===== src/rtl/core/gmd_pkg.sv =====
// Shared types and constants for the gzip member deframer.
// Holds the result record, the status codes and the result queue sizing.
// No dependencies.
package gmd_pkg;

  localparam int unsigned ByteW        = 8;
  localparam int unsigned WordW        = 32;
  localparam logic [WordW-1:0] MaxSizeReset = 32'd268435456;
  localparam int unsigned ResFifoDepth = 4;
  localparam int unsigned MaxResPerItem = 2;

  typedef enum logic [3:0] {
    StOk         = 4'd0,
    StShort      = 4'd1,
    StMagic      = 4'd2,
    StMethod     = 4'd3,
    StXlenCut    = 4'd4,
    StExtraCut   = 4'd5,
    StName       = 4'd6,
    StComment    = 4'd7,
    StHcrc       = 4'd8,
    StTruncated  = 4'd9,
    StEmpty      = 4'd10,
    StTooLarge   = 4'd11
  } status_e;

  typedef struct packed {
    logic              kind;
    logic [ByteW-1:0]  payload_byte;
    logic              run_last;
    status_e           status;
    logic [WordW-1:0]  expected_crc;
    logic [WordW-1:0]  expected_size;
  } result_t;

  // Results produced by one item, packed to the front: res0 first, then res1.
  typedef struct packed {
    logic [1:0] count;
    result_t    res0;
    result_t    res1;
  } result_pair_t;

endpackage


===== src/rtl/core/gmd_parser.sv =====
// Header walker and trailer delay line for the gzip member deframer.
// Updates the per-member state on each accepted byte and forms up to two results.
// Depends on gmd_pkg.
module gmd_parser (
  input  logic                      clk_i,
  input  logic                      rst_ni,
  input  logic                      accept_i,
  input  logic [7:0]                in_byte_i,
  input  logic                      in_last_i,
  input  logic [31:0]               max_output_size_i,
  output gmd_pkg::result_pair_t     results_o
);
  import gmd_pkg::*;

  typedef enum logic [7:0] {
    PhFixed   = 8'b0000_0001,
    PhXlen    = 8'b0000_0010,
    PhExtra   = 8'b0000_0100,
    PhName    = 8'b0000_1000,
    PhComment = 8'b0001_0000,
    PhHcrc    = 8'b0010_0000,
    PhPayload = 8'b0100_0000,
    PhDiscard = 8'b1000_0000
  } phase_e;

  localparam logic [4:0] FlagHcrc    = 5'h02;
  localparam logic [4:0] FlagExtra   = 5'h04;
  localparam logic [4:0] FlagName    = 5'h08;
  localparam logic [4:0] FlagComment = 5'h10;
  localparam logic [4:0] TotalMin    = 5'd18;
  localparam logic [3:0] FixedLast   = 4'd9;
  localparam logic [3:0] FillFull    = 4'd8;
  localparam logic [3:0] FillPassed  = 4'd9;

  // Order of the optional sections, used to find the next one the flags ask for.
  localparam logic [2:0] RankFixed   = 3'd0;
  localparam logic [2:0] RankExtra   = 3'd2;
  localparam logic [2:0] RankName    = 3'd3;
  localparam logic [2:0] RankComment = 3'd4;
  localparam logic [2:0] RankHcrc    = 3'd5;

  function automatic phase_e section_after(logic [2:0] done, logic [4:0] flags);
    phase_e ph;
    if (done < RankExtra && (flags & FlagExtra) != '0) begin
      ph = PhXlen;
    end else if (done < RankName && (flags & FlagName) != '0) begin
      ph = PhName;
    end else if (done < RankComment && (flags & FlagComment) != '0) begin
      ph = PhComment;
    end else if (done < RankHcrc && (flags & FlagHcrc) != '0) begin
      ph = PhHcrc;
    end else begin
      ph = PhPayload;
    end
    return ph;
  endfunction

  phase_e      phase_q, phase_d;
  logic [3:0]  hdr_pos_q, hdr_pos_d;
  logic [4:0]  flags_q, flags_d;
  logic [7:0]  xlen_lo_q, xlen_lo_d;
  logic [15:0] field_rem_q, field_rem_d;
  logic [7:0]  delay_q [8];
  logic [7:0]  delay_d [8];
  logic [3:0]  fill_q, fill_d;
  status_e     first_err_q, first_err_d;
  logic [4:0]  total_q, total_d;

  logic        pay_valid;
  logic [7:0]  pay_byte;
  status_e     st;
  logic [31:0] crc_word;
  logic [31:0] size_word;
  result_t     pay_res;
  result_t     st_res;

  always_comb begin
    phase_d     = phase_q;
    hdr_pos_d   = hdr_pos_q;
    flags_d     = flags_q;
    xlen_lo_d   = xlen_lo_q;
    field_rem_d = field_rem_q;
    delay_d     = delay_q;
    fill_d      = fill_q;
    first_err_d = first_err_q;
    total_d     = (total_q < TotalMin) ? total_q + 5'd1 : total_q;
    pay_valid   = 1'b0;
    pay_byte    = delay_q[0];

    unique case (phase_q)
      PhFixed: begin
        if (hdr_pos_q == 4'd0 && in_byte_i != 8'h1F) begin
          first_err_d = StMagic;
          phase_d     = PhDiscard;
        end else if (hdr_pos_q == 4'd1 && in_byte_i != 8'h8B) begin
          first_err_d = StMagic;
          phase_d     = PhDiscard;
        end else if (hdr_pos_q == 4'd2 && in_byte_i != 8'h08) begin
          first_err_d = StMethod;
          phase_d     = PhDiscard;
        end else begin
          if (hdr_pos_q == 4'd3) begin
            flags_d = in_byte_i[4:0];
          end
          if (hdr_pos_q >= FixedLast) begin
            hdr_pos_d = 4'd0;
            phase_d   = section_after(RankFixed, flags_q);
          end else begin
            hdr_pos_d = hdr_pos_q + 4'd1;
          end
        end
      end
      PhXlen: begin
        if (hdr_pos_q == 4'd0) begin
          xlen_lo_d = in_byte_i;
          hdr_pos_d = 4'd1;
        end else begin
          field_rem_d = {in_byte_i, xlen_lo_q};
          hdr_pos_d   = 4'd0;
          phase_d     = ({in_byte_i, xlen_lo_q} != 16'd0) ? PhExtra
                                                          : section_after(RankExtra, flags_q);
        end
      end
      PhExtra: begin
        field_rem_d = (field_rem_q != 16'd0) ? field_rem_q - 16'd1 : field_rem_q;
        if (field_rem_d == 16'd0) begin
          phase_d = section_after(RankExtra, flags_q);
        end
      end
      PhName: begin
        if (in_byte_i == 8'd0) begin
          phase_d = section_after(RankName, flags_q);
        end
      end
      PhComment: begin
        if (in_byte_i == 8'd0) begin
          phase_d = section_after(RankComment, flags_q);
        end
      end
      PhHcrc: begin
        if (hdr_pos_q == 4'd0) begin
          hdr_pos_d = 4'd1;
        end else begin
          hdr_pos_d = 4'd0;
          phase_d   = section_after(RankHcrc, flags_q);
        end
      end
      PhPayload: begin
        // Once eight bytes are held, the oldest leaves as payload and the rest shift down.
        if (fill_q >= FillFull) begin
          pay_valid = 1'b1;
          for (int i = 0; i < 7; i++) begin
            delay_d[i] = delay_q[i+1];
          end
          delay_d[7] = in_byte_i;
          fill_d     = FillPassed;
        end else begin
          delay_d[fill_q[2:0]] = in_byte_i;
          fill_d               = fill_q + 4'd1;
        end
      end
      PhDiscard: begin
      end
      default: begin
      end
    endcase
  end

  assign crc_word  = {delay_d[3], delay_d[2], delay_d[1], delay_d[0]};
  assign size_word = {delay_d[7], delay_d[6], delay_d[5], delay_d[4]};

  always_comb begin
    if (total_d < TotalMin) begin
      st = StShort;
    end else if (first_err_d != StOk) begin
      st = first_err_d;
    end else if (phase_d == PhXlen) begin
      st = StXlenCut;
    end else if (phase_d == PhExtra) begin
      st = StExtraCut;
    end else if (phase_d == PhName) begin
      st = StName;
    end else if (phase_d == PhComment) begin
      st = StComment;
    end else if (phase_d == PhHcrc) begin
      st = StHcrc;
    end else if (phase_d != PhPayload || fill_d < FillFull) begin
      st = StTruncated;
    end else if (fill_d == FillFull) begin
      st = StEmpty;
    end else if (size_word > max_output_size_i) begin
      st = StTooLarge;
    end else begin
      st = StOk;
    end
  end

  always_comb begin
    pay_res              = '0;
    pay_res.kind         = 1'b0;
    pay_res.payload_byte = pay_byte;
    pay_res.status       = StOk;

    st_res               = '0;
    st_res.kind          = 1'b1;
    st_res.run_last      = 1'b1;
    st_res.status        = st;
    if (st == StOk || st == StTooLarge) begin
      st_res.expected_crc  = crc_word;
      st_res.expected_size = size_word;
    end

    results_o.res0  = pay_valid ? pay_res : st_res;
    results_o.res1  = st_res;
    results_o.count = '0;
    if (accept_i) begin
      results_o.count = {1'b0, pay_valid} + {1'b0, in_last_i};
    end
  end

  always_ff @(posedge clk_i or negedge rst_ni) begin
    if (!rst_ni) begin
      phase_q     <= PhFixed;
      hdr_pos_q   <= '0;
      flags_q     <= '0;
      xlen_lo_q   <= '0;
      field_rem_q <= '0;
      fill_q      <= '0;
      first_err_q <= StOk;
      total_q     <= '0;
    end else if (accept_i) begin
      if (in_last_i) begin
        // The status result closes the member; start the next one from scratch.
        phase_q     <= PhFixed;
        hdr_pos_q   <= '0;
        flags_q     <= '0;
        xlen_lo_q   <= '0;
        field_rem_q <= '0;
        fill_q      <= '0;
        first_err_q <= StOk;
        total_q     <= '0;
      end else begin
        phase_q     <= phase_d;
        hdr_pos_q   <= hdr_pos_d;
        flags_q     <= flags_d;
        xlen_lo_q   <= xlen_lo_d;
        field_rem_q <= field_rem_d;
        fill_q      <= fill_d;
        first_err_q <= first_err_d;
        total_q     <= total_d;
      end
    end
  end

  always_ff @(posedge clk_i) begin
    if (accept_i) begin
      delay_q <= delay_d;
    end
  end

endmodule


===== src/rtl/core/gmd_res_fifo.sv =====
// Result queue for the gzip member deframer: takes up to two results a cycle,
// hands out one a cycle under valid and stall. Depends on gmd_pkg.
module gmd_res_fifo (
  input  logic                   clk_i,
  input  logic                   rst_ni,
  input  gmd_pkg::result_pair_t  push_i,
  output logic                   room_o,
  output logic                   out_valid_o,
  input  logic                   out_stall_i,
  output gmd_pkg::result_t       head_o
);
  import gmd_pkg::*;

  localparam int unsigned PtrW = $clog2(ResFifoDepth);
  localparam int unsigned CntW = $clog2(ResFifoDepth + 1);
  localparam logic [CntW-1:0] RoomLimit = CntW'(ResFifoDepth - MaxResPerItem);

  result_t         mem_q [ResFifoDepth];
  logic [PtrW-1:0] wr_ptr_q, wr_ptr_d;
  logic [PtrW-1:0] rd_ptr_q, rd_ptr_d;
  logic [CntW-1:0] count_q, count_d;
  logic            pop;
  logic [PtrW-1:0] wr_ptr_next;

  assign pop         = (count_q != '0) && !out_stall_i;
  assign out_valid_o = (count_q != '0);
  assign head_o      = mem_q[rd_ptr_q];
  // Room is judged on the stored count alone, so stall never waits on valid.
  assign room_o      = (count_q <= RoomLimit);
  assign wr_ptr_next = wr_ptr_q + PtrW'(1);

  always_comb begin
    wr_ptr_d = wr_ptr_q + PtrW'(push_i.count);
    rd_ptr_d = pop ? rd_ptr_q + PtrW'(1) : rd_ptr_q;
    count_d  = count_q + CntW'(push_i.count) - CntW'(pop);
  end

  always_ff @(posedge clk_i or negedge rst_ni) begin
    if (!rst_ni) begin
      wr_ptr_q <= '0;
      rd_ptr_q <= '0;
      count_q  <= '0;
    end else begin
      wr_ptr_q <= wr_ptr_d;
      rd_ptr_q <= rd_ptr_d;
      count_q  <= count_d;
    end
  end

  always_ff @(posedge clk_i) begin
    if (push_i.count != 2'd0) begin
      mem_q[wr_ptr_q] <= push_i.res0;
    end
    if (push_i.count == 2'd2) begin
      mem_q[wr_ptr_next] <= push_i.res1;
    end
  end

endmodule


===== src/rtl/core/gzip_member_deframer.sv =====
// Top level of the gzip member deframer: size limit register, header walker
// and result queue. Depends on gmd_pkg, gmd_parser and gmd_res_fifo.
//
// Takes one gzip member a byte per cycle while not stalled (in_last_i on its
// final byte), checks magic and method, skips the fixed header and the optional
// extra, name, comment and header CRC fields, and passes deflate payload bytes on
// through an eight-byte delay so the trailer is never emitted as payload. On the
// last byte a status item follows with the first failure found and, for an OK or
// too-large status, the trailer's CRC and size. Every byte is processed in the
// cycle it is accepted, so the input runs at one item per cycle while in_stall_o
// is low; the final byte may produce two results, and the four-entry result queue
// then absorbs the extra one. Input stall rises only when the queue holds more
// than two results, which happens when the output side stalls. Payload results
// are speculative: a nonzero status marks the member as bad after its bytes went
// out. Write max_output_size only while no member is in flight.
module gzip_member_deframer (
  input  logic        clk_i,
  input  logic        rst_ni,
  input  logic        cfg_we_i,
  input  logic [31:0] cfg_wdata_i,
  input  logic        in_valid_i,
  output logic        in_stall_o,
  input  logic [7:0]  in_byte_i,
  input  logic        in_last_i,
  output logic        out_valid_o,
  input  logic        out_stall_i,
  output logic        kind_o,
  output logic [7:0]  payload_byte_o,
  output logic        run_last_o,
  output logic [3:0]  status_o,
  output logic [31:0] expected_crc_o,
  output logic [31:0] expected_size_o
);
  import gmd_pkg::*;

  logic [WordW-1:0] max_size_q;
  logic             accept;
  logic             room;
  result_pair_t     results;
  result_t          head;

  assign in_stall_o = !room;
  assign accept     = in_valid_i && room;

  always_ff @(posedge clk_i or negedge rst_ni) begin
    if (!rst_ni) begin
      max_size_q <= MaxSizeReset;
    end else if (cfg_we_i) begin
      max_size_q <= cfg_wdata_i;
    end
  end

  gmd_parser u_parser (
    .clk_i             (clk_i),
    .rst_ni            (rst_ni),
    .accept_i          (accept),
    .in_byte_i         (in_byte_i),
    .in_last_i         (in_last_i),
    .max_output_size_i (max_size_q),
    .results_o         (results)
  );

  gmd_res_fifo u_res_fifo (
    .clk_i       (clk_i),
    .rst_ni      (rst_ni),
    .push_i      (results),
    .room_o      (room),
    .out_valid_o (out_valid_o),
    .out_stall_i (out_stall_i),
    .head_o      (head)
  );

  assign kind_o          = head.kind;
  assign payload_byte_o  = head.payload_byte;
  assign run_last_o      = head.run_last;
  assign status_o        = head.status;
  assign expected_crc_o  = head.expected_crc;
  assign expected_size_o = head.expected_size;

endmodule

===== config.mk =====
export PLATFORM = sky130hd
export DESIGN_NAME = gzip_member_deframer
export DESIGN_NICKNAME = d
export VERILOG_FILES = /design/src/rtl/core/gmd_pkg.sv /design/src/rtl/core/gmd_parser.sv /design/src/rtl/core/gmd_res_fifo.sv /design/src/rtl/core/gzip_member_deframer.sv
export SDC_FILE = /design/constraint.sdc
export NUM_CORES = 1
export LEC_CHECK = 0
export ABC_CLOCK_PERIOD_IN_PS = 5700
export BUFFER_PORTS_ARGS = -buffer_cell sky130_fd_sc_hd__clkbuf_2
export CORE_MARGIN = 10
export CORE_UTILIZATION = 50
export CTS_BUF_LIST = sky130_fd_sc_hd__clkbuf_4
export CTS_CLUSTER_SIZE = 30
export DETAILED_ROUTE_END_ITERATION = 8
export PLACE_DENSITY_LB_ADDON = 0.1
export SYNTH_ARGS = -nofsm -noshare
export SYNTH_HDL_FRONTEND = slang
export SYNTH_SLANG_ARGS = --single-unit

===== constraint.sdc =====
create_clock -name clk_i -period 5.7 [get_ports clk_i]
set_clock_uncertainty 0.15 [all_clocks]
set_input_delay 0.855 -clock clk_i [delete_from_list [all_inputs] [get_ports clk_i]]
set_output_delay 0.855 -clock clk_i [all_outputs]
set_load 0.01 [all_outputs]

==> impl_metrics.toml <==
[synth]
syn-mean-instance-area_sq_um = 11.58
yosys_most_used_dff = "edfxtp_1"
synth_cells = 2025
synthDistinctLibCells = 88
synth.net_count = 2117
synth-seq-area-share = 0.5593
ys_seq_elements = 464
synth_area_sq_um = 23450
ys_async_sr_fraction = 0.1983
synth_edf_count = 336
yosysWarningCount = 0

[pwr]
vdd_drop_max_mv = 0.2578
power_density_nw_per_um2 = 378.9
leakagePower_nw = 9.616

[timing]
fmax_ghz = 0.1827
hold_viol = 0
fin_crit_ns = 5.473
tightest_slew_ns = 1.170
worst_slack_ns = 0.2268
slew_headroom = 0.2201
finalCritPeriodShare = 0.9602
finalMaxSlewViolations = 0
setup_viol = 0

[detailed_routing]
top_layer = "met4"
drt_wl_total_um = 68880
ant_nets = 0
wl_met3_um = 4940
drc = 0
first_pass_iters = 6
viasPerCell = 6.280
dr.first_iter.drc_count = 1577
wl_met2_um = 33620
wl_per_cell_um = 23.42
vias = 18470
m1WireLength_um = 28930

[min_path]
min_path_type = "in -> reg"

[setup_path]
cpMaxStageDelayCell = "or4_1"
r2r_slack_ns = 0.23
path_cells = "buf_4 > or4_1 > nor3_1 > buf_4 > nand2_2 > clkinv_4 > a221oi_1 > inv_1 > ha_1 > o21a_1 > a21oi_1 > o21ai_0 > a21oi_1 > nor2_1 > a211o_1 > a21o_1 > o311ai_1 > o22ai_1 > and3_1 > mux2i_4 > buf_12 > buf_12 > nor4_1"
crit_type = "reg -> reg"
cp.arrival_ns = 5.91
crit_path_max_fanout = 45
slowest_delay_ns = 0.58
end_kind = "flop"
setup.worst_path.start_class = "flop"
critPathRequiredTime_ns = 6.14

[global_route]
grt_max_degree = 86
grt.total_usage = 0.2401
grt_pass1_vias = 18150
grt_pass1_wl_um = 106500
grt-ovfl-total = 0
antenna_found_initial = 1

[clocking]
clk_path_buf_depth = 3
clock-sinks = 464
tritoncts = "done"
clk_latency_ns = 0.92
clkSlewWorstSetupHoldPaths_ns = 0.06
htreeDepth = 3
cts_buffers = 121
cts_root_buf = "clkbuf_4"

[finish]
drive_above_1_share = 0.2465
final_common_cell = "edfxtp_1"
nNetsFinal = 2327
final-instance-count-excl-fill = 2941
final_cell_mix = "edfxtp_1, nor4_1, clkbuf_4"
area_growth_pct = 15.85

[run]
cap_viol_max_count = 0

[placed_design]
place_congestion = 0.8979
dp_cells = 2684
dp_worst_setup_slack_ns = -0.08213
io_buffers = 125
dpl.hpwl_um = 42980

[floorplanning]
pin_count = 126
die-area_sq_um = 55960
die_x_um = 236.6
die_y_um = 236.6
start_util = 0.5047
core_sq_um = 46460
row_count = 79

[run_status]
status = "complete, no violations"
[area by class of cell]
cell class	instances	area, sq um
flip-flops and latches	464	13120
clock inverters	24	126.4
repair buffers	266	1949
diodes	1	2.502
clock buffers	197	1479
inverters	129	489.2
repair inverters	1	6.256
well taps	607	759.5
multi-input cells	1252	9229
fillers	3945	19290
[power by group]
group          switching (W)  leakage (nW)  internal (W)  total [W]
registers           0.000377          4.52       0.00394    0.00431
clock network        0.00140         0.961       0.00159    0.00299
logic                0.00175          4.13       0.00124    0.00299
total                0.00353          9.62       0.00677     0.0103
[final timing paths]
| path | start | to | cells after the start |
|---|---|---|---|
| worst max register to register | u_parser.phase_q[7]$_DFFE_PN0P_ | u_res_fifo.mem_q[3][40]$_DFFE_PP_ | 23 |
| max in group asynchronous | rst_ni | max_size_q[16]$_DFFE_PN0P_ | 3 |
| min in group asynchronous | rst_ni | u_parser.fill_q[0]$_DFFE_PN0P_ | 2 |
| worst min register to register | u_res_fifo.mem_q[0][68]$_SDFFE_PP1P_ | u_res_fifo.mem_q[0][68]$_SDFFE_PP1P_ | 2 |
| worst max-delay path | u_parser.phase_q[7]$_DFFE_PN0P_ | u_res_fifo.mem_q[3][40]$_DFFE_PP_ | 23 |
| worst min-delay path | cfg_wdata_i[22] | max_size_q[22]$_DFFE_PN0P_ | 3 |
[worst max-delay path, delay by kind of cell, from the launching register on]
kind | cells | cell delay [ns]
AOI/OAI and AO/OA | 9 | 1.67
and+or+nand+nor | 6 | 1.41
muxes | 1 | 0.17
buffers and inverters | 6 | 1.07
DFF | 1 | 0.41
adders and majority gates | 1 | 0.24
[per-layer routing]
metal / global-route usage / vias up
li1: - / 8415
met1: 0.3159 / 9190
met2: 0.3946 / 767
met3: 0.04527 / 98
met4: 0.07778 / 0
met5: 0 / -
[flip-flops by register name, indices dropped and copies added (netlist names)]
| name | count |
|---|---|
| u_res_fifo.count_q | 3 |
| u_res_fifo.wr_ptr_q | 2 |
| u_res_fifo.rd_ptr_q | 2 |
| u_parser.first_err_q | 4 |
| u_parser.total_q | 5 |
| u_parser.hdr_pos_q | 4 |
| max_size_q | 32 |
| u_res_fifo.mem_q | 308 |
| u_parser.phase_q | 8 |
| u_parser.fill_q | 4 |
| u_parser.flags_q | 4 |
| u_parser.xlen_lo_q | 8 |
| u_parser.delay_q | 56 |
| u_parser.field_rem_q | 16 |
| u_parser.pay_byte | 8 |
[per-stage QoR]
stage / instance area, sq um / hold slack (ns) / util / total power (W) / setup TNS, ns
2_1_floorplan: 23460 / 0.2685 / - / 0.006212 / 0
3_3_place_gp: 25050 / 0.2783 / 0.5392 / 0.007325 / 0
3_5_place_dp: 25050 / 0.2859 / 0.5392 / 0.007354 / -1.327
4_1_cts: 26970 / 0.004823 / 0.5806 / 0.01038 / 0
5_1_grt: 27160 / 0.04437 / 0.5847 / 0.01084 / -0.02110
6_report: 27160 / 0.06899 / 0.5847 / 0.01029 / 0
[timing repair]
| item | 4_1_cts | 5_1_grt |
|---|---|---|
| pin swaps | 0 | 2 |
| cloned | 0 | 1 |
| hold endpoints to repair | 68 | 0 |
| resized for setup | 3 | 27 |
| buffers inserted | 0 | 4 |
| hold buffers | 30 | 0 |
| endpoints found under the setup margin | 226 | 253 |
[cells in the mapped netlist, types with 48 or more instances]
cell type	instances	area share
clkbuf_1	133	0.021
a22oi_1	66	0.021
nand3_1	48	0.010
o21ai_0	98	0.021
edfxtp_1	336	0.43
inv_1	128	0.020
nand2_1	126	0.020
a21oi_1	86	0.018
mux4_2	77	0.074
dfrtp_1	90	0.096
nor4_1	263	0.070
nor2_1	149	0.024
[cell families after synthesis]
family                     share of synthesized area
and+or+nand+nor                               0.1605
DFF                                           0.5593
AOI/OAI and AO/OA                             0.1139
buffers and inverters                        0.05795
muxes                                        0.07930
adders and majority gates                    0.02487
xor gates and xnor gates                    0.004109
(Power assumes the default switching activity.)
